**src/hw/rtl/stlc_pkg.sv**
```systemverilog
// Package for the serial touch link controller.
// Holds the request kinds, event codes, protocol bytes, parser phases and test modes,
// register indexes and reset values. No dependencies.
package stlc_pkg;

	// request kind carried on s_tuser
	localparam logic CMD_BYTE = 1'b0;
	localparam logic CMD_TICK = 1'b1;

	// event codes carried on m_tuser
	localparam logic [2:0] EV_NONE      = 3'd0;
	localparam logic [2:0] EV_HANDSHAKE = 3'd1;
	localparam logic [2:0] EV_PRESS     = 3'd2;
	localparam logic [2:0] EV_LONG      = 3'd3;
	localparam logic [2:0] EV_RELEASE   = 3'd4;
	localparam logic [2:0] EV_FORCED    = 3'd5;
	localparam logic [2:0] EV_TEST      = 3'd6;

	// handshake reply and packet header bytes
	localparam logic [7:0] HS_BYTE0   = 8'h0A;
	localparam logic [7:0] HS_BYTE1   = 8'h01;
	localparam logic [7:0] HS_BYTE2   = 8'h41;
	localparam logic [7:0] HDR_DOWN   = 8'h81;
	localparam logic [7:0] HDR_UP     = 8'h80;
	localparam logic [7:0] X_HIGH_MAX = 8'h10;

	// parser phases
	localparam logic [2:0] PH_0 = 3'd0;
	localparam logic [2:0] PH_1 = 3'd1;
	localparam logic [2:0] PH_2 = 3'd2;
	localparam logic [2:0] PH_3 = 3'd3;
	localparam logic [2:0] PH_4 = 3'd4;

	// test modes
	localparam logic [1:0] TM_NORMAL = 2'd0;
	localparam logic [1:0] TM_BOARD  = 2'd1;

	// register indexes
	localparam logic [2:0] REG_COORD_MIN   = 3'd0;
	localparam logic [2:0] REG_COORD_MAX   = 3'd1;
	localparam logic [2:0] REG_HS_TIMEOUT  = 3'd2;
	localparam logic [2:0] REG_READY_DELAY = 3'd3;
	localparam logic [2:0] REG_LONG_COUNT  = 3'd4;
	localparam logic [2:0] REG_STUCK       = 3'd5;
	localparam logic [2:0] REG_TEST_MODE   = 3'd6;

	// register reset values
	localparam logic [14:0] RST_COORD_MIN   = 15'd50;
	localparam logic [14:0] RST_COORD_MAX   = 15'd4000;
	localparam logic [15:0] RST_HS_TIMEOUT  = 16'd500;
	localparam logic [15:0] RST_READY_DELAY = 16'd500;
	localparam logic [15:0] RST_LONG_COUNT  = 16'd100;
	localparam logic [15:0] RST_STUCK       = 16'd1000;
	localparam logic [1:0]  RST_TEST_MODE   = 2'd0;

endpackage

```
**src/hw/rtl/serial_touch_link_controller_unit.sv**
```systemverilog
// Serial touch link controller, top level.
// A request passes the input register, then the result register, to result valid.
// Throughput: one request per cycle unless results stall (single-pass state update).
// Input and result registers decouple the two sides, so a stalled result does not block
// the next request from being registered while the input register is empty.
// Reset (arst_n low, async): link down, parser idle, all flags/counters cleared, LED off,
// registers back to defaults. Depends on stlc_pkg.
module serial_touch_link_controller_unit (
	input  logic        clk,
	input  logic        arst_n,
	// request side
	input  logic        s_tvalid,
	output logic        s_tready,
	input  logic [7:0]  s_tdata,   // [7:0] rx_byte
	input  logic        s_tuser,   // [0] command (0 byte, 1 tick)
	// result side
	output logic        m_tvalid,
	input  logic        m_tready,
	output logic [31:0] m_tdata,   // [14:0] point_x, [29:15] point_y, [30] led_on, [31] zero
	output logic [2:0]  m_tuser,   // [2:0] event_res
	// configuration write port
	input  logic        cfg_we,
	input  logic [2:0]  cfg_index,
	input  logic [15:0] cfg_data
);

	// ---------------- configuration registers ----------------
	logic [14:0] coord_min_q, coord_max_q;
	logic [15:0] hs_timeout_q, ready_delay_q, long_count_q, stuck_q;
	logic [1:0]  test_mode_q;

	always_ff @(posedge clk or negedge arst_n) begin
		if (!arst_n) begin
			coord_min_q   <= stlc_pkg::RST_COORD_MIN;
			coord_max_q   <= stlc_pkg::RST_COORD_MAX;
			hs_timeout_q  <= stlc_pkg::RST_HS_TIMEOUT;
			ready_delay_q <= stlc_pkg::RST_READY_DELAY;
			long_count_q  <= stlc_pkg::RST_LONG_COUNT;
			stuck_q       <= stlc_pkg::RST_STUCK;
			test_mode_q   <= stlc_pkg::RST_TEST_MODE;
		end else if (cfg_we) begin
			unique case (cfg_index)
				stlc_pkg::REG_COORD_MIN:   coord_min_q   <= cfg_data[14:0];
				stlc_pkg::REG_COORD_MAX:   coord_max_q   <= cfg_data[14:0];
				stlc_pkg::REG_HS_TIMEOUT:  hs_timeout_q  <= cfg_data;
				stlc_pkg::REG_READY_DELAY: ready_delay_q <= cfg_data;
				stlc_pkg::REG_LONG_COUNT:  long_count_q  <= cfg_data;
				stlc_pkg::REG_STUCK:       stuck_q       <= cfg_data;
				stlc_pkg::REG_TEST_MODE:   test_mode_q   <= cfg_data[1:0];
				default: ;  // index 7 is unmapped
			endcase
		end
	end

	// ---------------- stage 1: input register ----------------
	logic       valid_s1;
	logic       cmd_s1;
	logic [7:0] byte_s1;
	logic       out_free;   // result register can take a new result this cycle
	logic       fire;       // stage 1 request is processed this cycle

	assign out_free = !m_tvalid || m_tready;
	assign fire     = valid_s1 && out_free;
	assign s_tready = !valid_s1 || out_free;

	always_ff @(posedge clk or negedge arst_n) begin
		if (!arst_n) begin
			valid_s1 <= 1'b0;
		end else if (s_tready) begin
			valid_s1 <= s_tvalid;
		end
	end

	always_ff @(posedge clk) begin
		if (s_tready && s_tvalid) begin
			cmd_s1  <= s_tuser;
			byte_s1 <= s_tdata;
		end
	end

	// ---------------- link and touch state ----------------
	logic        link_up_q, req_sent_q, link_ready_q;
	logic [2:0]  phase_q;
	logic [15:0] wait_q;
	logic        down_seen_q, up_seen_q, pending_q;
	logic [11:0] x_build_q;
	logic [14:0] y_build_q, x_held_q, y_held_q;
	logic        pressed_q, long_done_q, led_q;
	logic [15:0] hold_q;

	logic        link_up_d, req_sent_d, link_ready_d;
	logic [2:0]  phase_d;
	logic [15:0] wait_d;
	logic        down_seen_d, up_seen_d, pending_d;
	logic [11:0] x_build_d;
	logic [14:0] y_build_d, x_held_d, y_held_d;
	logic        pressed_d, long_done_d, led_d;
	logic [15:0] hold_d;

	logic [2:0]  ev;
	logic        with_pt;
	logic        in_win;
	logic [15:0] wait_inc, hold_inc;

	// window check runs on the held point, which ticks never change
	assign in_win = (x_held_q > coord_min_q) && (x_held_q < coord_max_q) &&
	                (y_held_q > coord_min_q) && (y_held_q < coord_max_q);
	assign wait_inc = wait_q + 16'd1;
	assign hold_inc = hold_q + 16'd1;

	always_comb begin
		link_up_d    = link_up_q;
		req_sent_d   = req_sent_q;
		link_ready_d = link_ready_q;
		phase_d      = phase_q;
		wait_d       = wait_q;
		down_seen_d  = down_seen_q;
		up_seen_d    = up_seen_q;
		pending_d    = pending_q;
		x_build_d    = x_build_q;
		y_build_d    = y_build_q;
		x_held_d     = x_held_q;
		y_held_d     = y_held_q;
		pressed_d    = pressed_q;
		long_done_d  = long_done_q;
		led_d        = led_q;
		hold_d       = hold_q;
		ev           = stlc_pkg::EV_NONE;
		with_pt      = 1'b0;

		if (cmd_s1 == stlc_pkg::CMD_BYTE) begin
			if (!link_up_q) begin
				// handshake reply parser; bytes before a request are dropped
				if (req_sent_q) begin
					unique case (phase_q)
						stlc_pkg::PH_0: begin
							if (byte_s1 == stlc_pkg::HS_BYTE0) phase_d = stlc_pkg::PH_1;
						end
						stlc_pkg::PH_1: begin
							phase_d = (byte_s1 == stlc_pkg::HS_BYTE1) ? stlc_pkg::PH_2
							                                         : stlc_pkg::PH_0;
						end
						stlc_pkg::PH_2: begin
							if (byte_s1 == stlc_pkg::HS_BYTE2) begin
								link_up_d    = 1'b1;
								led_d        = 1'b1;
								wait_d       = '0;
								link_ready_d = 1'b0;
							end
							phase_d = stlc_pkg::PH_0;
						end
						default: phase_d = stlc_pkg::PH_0;
					endcase
				end
			end else if (link_ready_q) begin
				// touch packet parser
				unique case (phase_q)
					stlc_pkg::PH_0: begin
						if (byte_s1 == stlc_pkg::HDR_DOWN) begin
							down_seen_d = 1'b1;
							phase_d     = stlc_pkg::PH_1;
						end else if (byte_s1 == stlc_pkg::HDR_UP) begin
							up_seen_d   = 1'b1;
							down_seen_d = 1'b0;
							phase_d     = stlc_pkg::PH_1;
						end
					end
					stlc_pkg::PH_1: begin
						if (byte_s1 > stlc_pkg::X_HIGH_MAX) begin
							phase_d = stlc_pkg::PH_0;
						end else begin
							x_build_d = {byte_s1[4:0], 7'd0};
							phase_d   = stlc_pkg::PH_2;
						end
					end
					stlc_pkg::PH_2: begin
						x_build_d = x_build_q + {5'd0, byte_s1[6:0]};
						phase_d   = stlc_pkg::PH_3;
					end
					stlc_pkg::PH_3: begin
						y_build_d = {byte_s1, 7'd0};
						phase_d   = stlc_pkg::PH_4;
					end
					stlc_pkg::PH_4: begin
						y_build_d = y_build_q + {8'd0, byte_s1[6:0]};
						if (!pending_q) begin
							pending_d = 1'b1;
							x_held_d  = {3'd0, x_build_q};
							y_held_d  = y_build_q + {8'd0, byte_s1[6:0]};
						end
						phase_d = stlc_pkg::PH_0;
					end
					default: phase_d = stlc_pkg::PH_0;
				endcase
			end
			// bytes during the settle delay are dropped
		end else begin
			if (!link_up_q) begin
				// request the handshake, then count toward a resend
				if (!req_sent_q) begin
					req_sent_d = 1'b1;
					phase_d    = stlc_pkg::PH_0;
					wait_d     = '0;
					ev         = stlc_pkg::EV_HANDSHAKE;
				end else begin
					wait_d = wait_inc;
					if (wait_inc >= hs_timeout_q) req_sent_d = 1'b0;
				end
			end else if (!link_ready_q) begin
				// settle delay after link up
				wait_d = wait_inc;
				if (wait_inc >= ready_delay_q) begin
					wait_d       = '0;
					link_ready_d = 1'b1;
					led_d        = 1'b0;
				end
			end else if (!pressed_q) begin
				if (pending_q) begin
					if (down_seen_q) begin
						if (in_win) begin
							led_d       = 1'b1;
							pressed_d   = 1'b1;
							hold_d      = '0;
							long_done_d = 1'b0;
							ev          = stlc_pkg::EV_PRESS;
							with_pt     = 1'b1;
						end
						down_seen_d = 1'b0;
					end
					pending_d = 1'b0;
				end
			end else if (up_seen_q) begin
				led_d       = 1'b0;
				up_seen_d   = 1'b0;
				down_seen_d = 1'b0;
				pressed_d   = 1'b0;
				pending_d   = 1'b0;
				ev          = stlc_pkg::EV_RELEASE;
			end else if (test_mode_q == stlc_pkg::TM_NORMAL) begin
				if (pending_q) begin
					if (down_seen_q) begin
						if (!long_done_q && in_win) begin
							hold_d = hold_inc;
							if (hold_inc >= long_count_q) begin
								long_done_d = 1'b1;
								ev          = stlc_pkg::EV_LONG;
								with_pt     = 1'b1;
							end
						end
						down_seen_d = 1'b0;
					end
					pending_d = 1'b0;
				end
			end else if (test_mode_q == stlc_pkg::TM_BOARD) begin
				if (pending_q) begin
					if (down_seen_q) begin
						if (in_win) begin
							ev      = stlc_pkg::EV_TEST;
							with_pt = 1'b1;
						end
						down_seen_d = 1'b0;
					end
					pending_d = 1'b0;
				end
			end else begin
				// service mode: force a release after a stuck hold; LED untouched
				hold_d = hold_inc;
				if (hold_inc >= stuck_q) begin
					pressed_d   = 1'b0;
					pending_d   = 1'b0;
					down_seen_d = 1'b0;
					ev          = stlc_pkg::EV_FORCED;
				end
			end
		end
	end

	always_ff @(posedge clk or negedge arst_n) begin
		if (!arst_n) begin
			link_up_q    <= 1'b0;
			req_sent_q   <= 1'b0;
			link_ready_q <= 1'b0;
			phase_q      <= stlc_pkg::PH_0;
			wait_q       <= '0;
			down_seen_q  <= 1'b0;
			up_seen_q    <= 1'b0;
			pending_q    <= 1'b0;
			x_build_q    <= '0;
			y_build_q    <= '0;
			x_held_q     <= '0;
			y_held_q     <= '0;
			pressed_q    <= 1'b0;
			long_done_q  <= 1'b0;
			led_q        <= 1'b0;
			hold_q       <= '0;
		end else if (fire) begin
			link_up_q    <= link_up_d;
			req_sent_q   <= req_sent_d;
			link_ready_q <= link_ready_d;
			phase_q      <= phase_d;
			wait_q       <= wait_d;
			down_seen_q  <= down_seen_d;
			up_seen_q    <= up_seen_d;
			pending_q    <= pending_d;
			x_build_q    <= x_build_d;
			y_build_q    <= y_build_d;
			x_held_q     <= x_held_d;
			y_held_q     <= y_held_d;
			pressed_q    <= pressed_d;
			long_done_q  <= long_done_d;
			led_q        <= led_d;
			hold_q       <= hold_d;
		end
	end

	// ---------------- stage 2: result register ----------------
	logic        out_valid_q;
	logic [2:0]  out_ev_q;
	logic [14:0] out_x_q, out_y_q;
	logic        out_led_q;

	always_ff @(posedge clk or negedge arst_n) begin
		if (!arst_n) begin
			out_valid_q <= 1'b0;
		end else if (out_free) begin
			out_valid_q <= valid_s1;
		end
	end

	// point fields are zero unless the event carries the held point
	always_ff @(posedge clk) begin
		if (fire) begin
			out_ev_q  <= ev;
			out_x_q   <= with_pt ? x_held_q : 15'd0;
			out_y_q   <= with_pt ? y_held_q : 15'd0;
			out_led_q <= led_d;
		end
	end

	assign m_tvalid = out_valid_q;
	assign m_tuser  = out_ev_q;
	assign m_tdata  = {1'b0, out_led_q, out_y_q, out_x_q};

endmodule
```
**config.mk**
```make
export PLATFORM = sky130hd
export DESIGN_NAME = serial_touch_link_controller_unit
export DESIGN_NICKNAME = d
export VERILOG_FILES = /design/src/hw/rtl/stlc_pkg.sv /design/src/hw/rtl/serial_touch_link_controller_unit.sv
export SDC_FILE = /design/constraint.sdc
export NUM_CORES = 1
export LEC_CHECK = 0
export BUFFER_PORTS_ARGS = -buffer_cell sky130_fd_sc_hd__buf_2
export CELL_PAD_IN_SITES_DETAIL_PLACEMENT = 2
export CELL_PAD_IN_SITES_GLOBAL_PLACEMENT = 2
export CORE_MARGIN = 3
export CORE_UTILIZATION = 37
export DETAILED_ROUTE_END_ITERATION = 6
export PLACE_DENSITY = 0.88
export SLEW_MARGIN = 20
export SYNTH_ARGS = -nofsm -noshare
export SYNTH_HDL_FRONTEND = slang
export SYNTH_SLANG_ARGS = --single-unit
```
**constraint.sdc**
```tcl
create_clock -name clk -period 3.94 [get_ports clk]
set_clock_uncertainty 0.1 [all_clocks]
set_input_delay 0.394 -clock clk [delete_from_list [all_inputs] [get_ports clk]]
set_output_delay 0.394 -clock clk [all_outputs]
set_load 0.1 [all_outputs]
```
==> summary.md <==
| Metric | Value |
|---|---|
| Status | `finished, violations left` |
| Violated checks | `setup timing` |
| Count of final max-slew check failures | `0` |
| Start point of the worst hold path | `m_tready` |
| Violation count after the first detailed-routing iteration | `636` |
| CP endpoint kind | `flip-flop` |
| Max_cap viols | `0` |
| Cells after synthesis | `1324` |
| Worst slack on hold paths | `0.0458 ns` |
| Sequential cell area fraction in the yosys report | `45.6%` |
| Transition time of the tightest slew-check pin | `1.07 ns` |
| Pwr/cell area | `463 nW/um2` |
| Sequential group share of total power | `40.4%` |
| Cell internal power dissipation | `5.15 mW` |
| Yosys synthesis warning count | `0` |
| Number of buffers created by CTS | `29` |
| Initial cell density of the core | `37.7%` |
| Width of the die | `197 um` |
| Routed length per instance | `25.9 um` |
| Peak supply drop | `0.346 mV` |
| Top sig layer | `met5` |
| CTS tree | `yes` |
| EDFF count, synth | `40` |
| F_max | `0.248 GHz` |
| Leakage power of the design | `7.45 nW` |
| Core occupancy in the finished layout | `44.5%` |
| Number of stages on the worst setup path | `17` |
| Vias | `11100` |
| Count of different cell masters after synthesis | `77` |
| Area Overhead vs Synth | `18.1%` |
| Die Outline Area | `38700 um2` |
| Via count of the first global-routing pass | `12900` |
| Least setup slack across all paths after layout | `-0.0852 ns` |
| Global placer's final weighted congestion | `0.841` |
| Flop and latch count out of synthesis | `236` |
| Most frequent cells after synthesis | `dfrtp_1, nand2_1, ha_1` |
| Netlist area before placement | `13500 um2` |
| NumNets Final | `1598` |
| Detailed-routing wirelength on met1 | `19400 um` |
| Critical-path cell with the highest stage delay | `o41a_1` |
| GRT Util Overall | `25.5%` |
| Worst-case reg-to-reg path depth | `17` |
| Startpoint Class | `flip-flop` |
| Logic gate share of total power | `18.9%` |
| Global-route wire length before repair | `76600 um` |
| Critical path type | `reg2reg` |
| Endpoint required time on the critical path | `4.26 ns` |
| Clock network power share | `40.7%` |
| Fraction of final layout cells with drive strength greater than 1 | `22.0%` |
| Non-filler instance count after layout | `1916` |
| Top cell family by delay on the critical path | `simple AND/OR/NAND/NOR gates` |
| Crit path cell chain | `nand4_1 > nor2_2 > and3_4 > and3_4 > and3_4 > nand3_4 > or2_4 > xnor2_4 > ha_1 > nand4_1 > buf_4 > o211ai_1 > a21oi_2 > o41a_1 > nor3_4 > buf_6 > and2_4` |
| CTS Buffer Depth | `3` |
| Drt total wl | `49600 um` |
| Antenna-violating nets left | `0` |
| Data arrival at the endpoint of the critical path | `4.35 ns` |
| Worst path bufs/invs | `2` |
| Startpoint of the worst setup timing path | `hold_q[1]` |
| FF-to-FF setup slack | `-0.09 ns` |
| Capture point of the worst reg-to-reg path | `out_x_q[1]` |
| Min-Delay Path Class | `in2reg` |
| Number of primary I/O pins | `70` |
| Mean number of vias per cell | `5.81` |
| Root Buffer | `clkbuf_16` |
| Most area-consuming cells after synthesis | `dfrtp_1, ha_1, edfxtp_1` |
| Net switching fraction of the power | `30.2%` |
| Pin count of the biggest net entering global routing | `103` |
| Cell with the most instances after synthesis | `dfrtp_1` |
| Number of antenna violations at the first check in global routing | `4` |
| Largest fanout on the critical path | `13` |
| Flip-flop and latch area | `6150 um2` |
| Total clock sinks | `236` |
| Area taken by multi-input logic gates | `6870 um2` |
| Total overflow reported by the global router | `0` |
| Average cell area after synthesis | `10.2 um2` |
| Fin Setup TNS | `-1.47 ns` |
| Total of endpoints with negative setup slack in the final report | `26` |
| Dominant cell type by count on the critical path | `and3_4` |
| Ratio of final minimum period to clock period | `102%` |
| RSZ-0062 raised after global routing | `true` |
| H-tree levels | `1` |
| Post-CTS clock slew at the launch and capture registers of the worst setup and hold paths | `0.06 ns` |
| Cell count after placement | `1832` |
| Critical path endpoint | `out_x_q[1]` |
| Worst-case headroom to the max-slew limit | `28.6%` |
| Number of iterations in the first detailed-routing pass | `5` |
| Filler cell count | `3698` |
| Shortest period the worst path allows | `4.03 ns` |
| Vert. Die Dim | `197 um` |
| # DRC | `0` |
| Core Footprint | `35700 um2` |
| Post-synth top flop | `dfrtp_1` |
| Largest area contributor in the synthesized netlist | `dfrtp_1` |
| Delay of the slowest critical-path stage | `0.41 ns` |
| HPWL after detailed placement | `33200 um` |
| Share of the synthesized area in the top cell type | `30.8%` |
| Fraction of synthesis flops using an asynchronous set or reset pin | `83.1%` |
| Reg-to-Reg Start | `hold_q[1]` |
| Number of buffers inserted by port buffering | `65` |
| Number of rows created at floorplan | `69` |
| Net Switching | `2.22 mW` |
| Final Hold Viols | `0` |
| Met3 layer wire length in the routed design | `2020 um` |
| WL met2 | `25800 um` |
| Skew-Pair Late Insertion Delay | `0.55 ns` |
==> worst reg2reg max path, cell delays in order (launching register included) <==
cell and delay [ns]:
dfrtp_1 0.40, nand4_1 0.16, nor2_2 0.14, and3_4 0.20
and3_4 0.19, and3_4 0.22, nand3_4 0.09, or2_4 0.31
xnor2_4 0.15, ha_1 0.30, nand4_1 0.13, buf_4 0.18
o211ai_1 0.26, a21oi_2 0.10, o41a_1 0.42, nor3_4 0.19
buf_6 0.20, and2_4 0.18
==> kinds of logic (layout without fill, tap and decap cells) <==
group	count (synthesis)	after routing	share of synthesized area (%)
simple gates	376	376	14.3
compound gates	311	311	15.1
flops	236	236	45.6
buf+inv	166	292	4.91
fa+ha+maj	134	134	12.6
mux	59	59	4.91
xor+xnor	41	41	2.67
other cells	1	6	0.0278
==> power groups by stage <==
stage	clock (mW)	combinational, mW	sequential, mW
floorplan	0	0.745	3.06
detailed placement	0	1.31	2.99
global placement	0	1.17	2.96
finish	3.00	1.39	2.98
global route	3.15	1.52	3.00
CTS	3.03	1.37	2.96
==> metal layers <==
layer	up-vias	GRT usage, %
li1	4919	-
met1	5766	29.8
met2	301	46.6
met3	144	3.54
met4	4	11.1
met5	-	0
==> registers in the layout, summed over array words and instances (netlist names), 16 cells and up <==
register,count
ready_delay_q,16
wait_q,16
hs_timeout_q,16
hold_q,16
stuck_q,16
long_count_q,16
==> metrics by stage <==
stage	area (um2)	power, mW	setup slack [ns]
after global placement	14400	4.13	0.0826
after floorplan	13500	3.80	0.0365
after detailed placement	14400	4.30	-0.340
final	15900	7.37	-0.0852
after CTS	15800	7.37	-0.135
after global routing	15900	7.67	-0.246
==> layout by cell type, fill, tap and decap left out, drive strengths merged, types with 7 or more instances in the layout <==
cell / Yosys / final
dlygate4sd3: 0 / 11
o22ai: 11 / 11
buf: 13 / 110
a21oi: 65 / 65
xnor2: 27 / 27
nand2b: 14 / 14
dfrtp: 166 / 166
mux2: 57 / 57
clkbuf: 36 / 37
a22o: 13 / 13
nor2b: 14 / 14
a211oi: 8 / 8
clkinv: 0 / 7
nor3: 23 / 23
a31oi: 7 / 7
nand3: 25 / 25
ha: 132 / 132
inv: 117 / 118
dfstp: 30 / 30
nand4: 28 / 28
edfxtp: 40 / 40
o211ai: 16 / 16
xor2: 14 / 14
bufinv: 0 / 7
a21o: 28 / 28
nor2: 43 / 43
and3: 16 / 16
o31ai: 13 / 13
o21ai: 99 / 99
or2: 11 / 11
nand2: 137 / 137
and2: 35 / 35
o21bai: 7 / 7
o21a: 7 / 7
==> how the worst min path moves through the flow <==
stage,end,slack (ns),cells after the start
3_3_place_gp,wait_q[14],0.36,2
4_1_cts,hs_timeout_q[15],0.03,3
5_1_grt,m_tvalid,0.06,3
6_report,m_tvalid,0.05,3
3_5_place_dp,y_build_q[5],0.40,1
2_1_floorplan,coord_max_q[0],-0.002,0
==> area by class of cell <==
type	instances	share of cell area [%]
Multi-Input combinational cell	925	43.2
Antenna cell	2	0.0314
Sequential cell	236	38.6
Inverter	117	2.76
Clock inverter	17	1.68
Timing Repair Buffer	122	5.13
Tap cell	461	3.62
Clock buffer	36	4.98
==> what timing repair did <==
item,CTS,global route
setup endpoints to repair,28,50
hold endpoints to repair,83,0
pin swaps,10,11
hold buffers,11,0
setup buffers,13,5
cloned,1,0
resized for setup,27,23
Power figures use the tool's default switching activity.
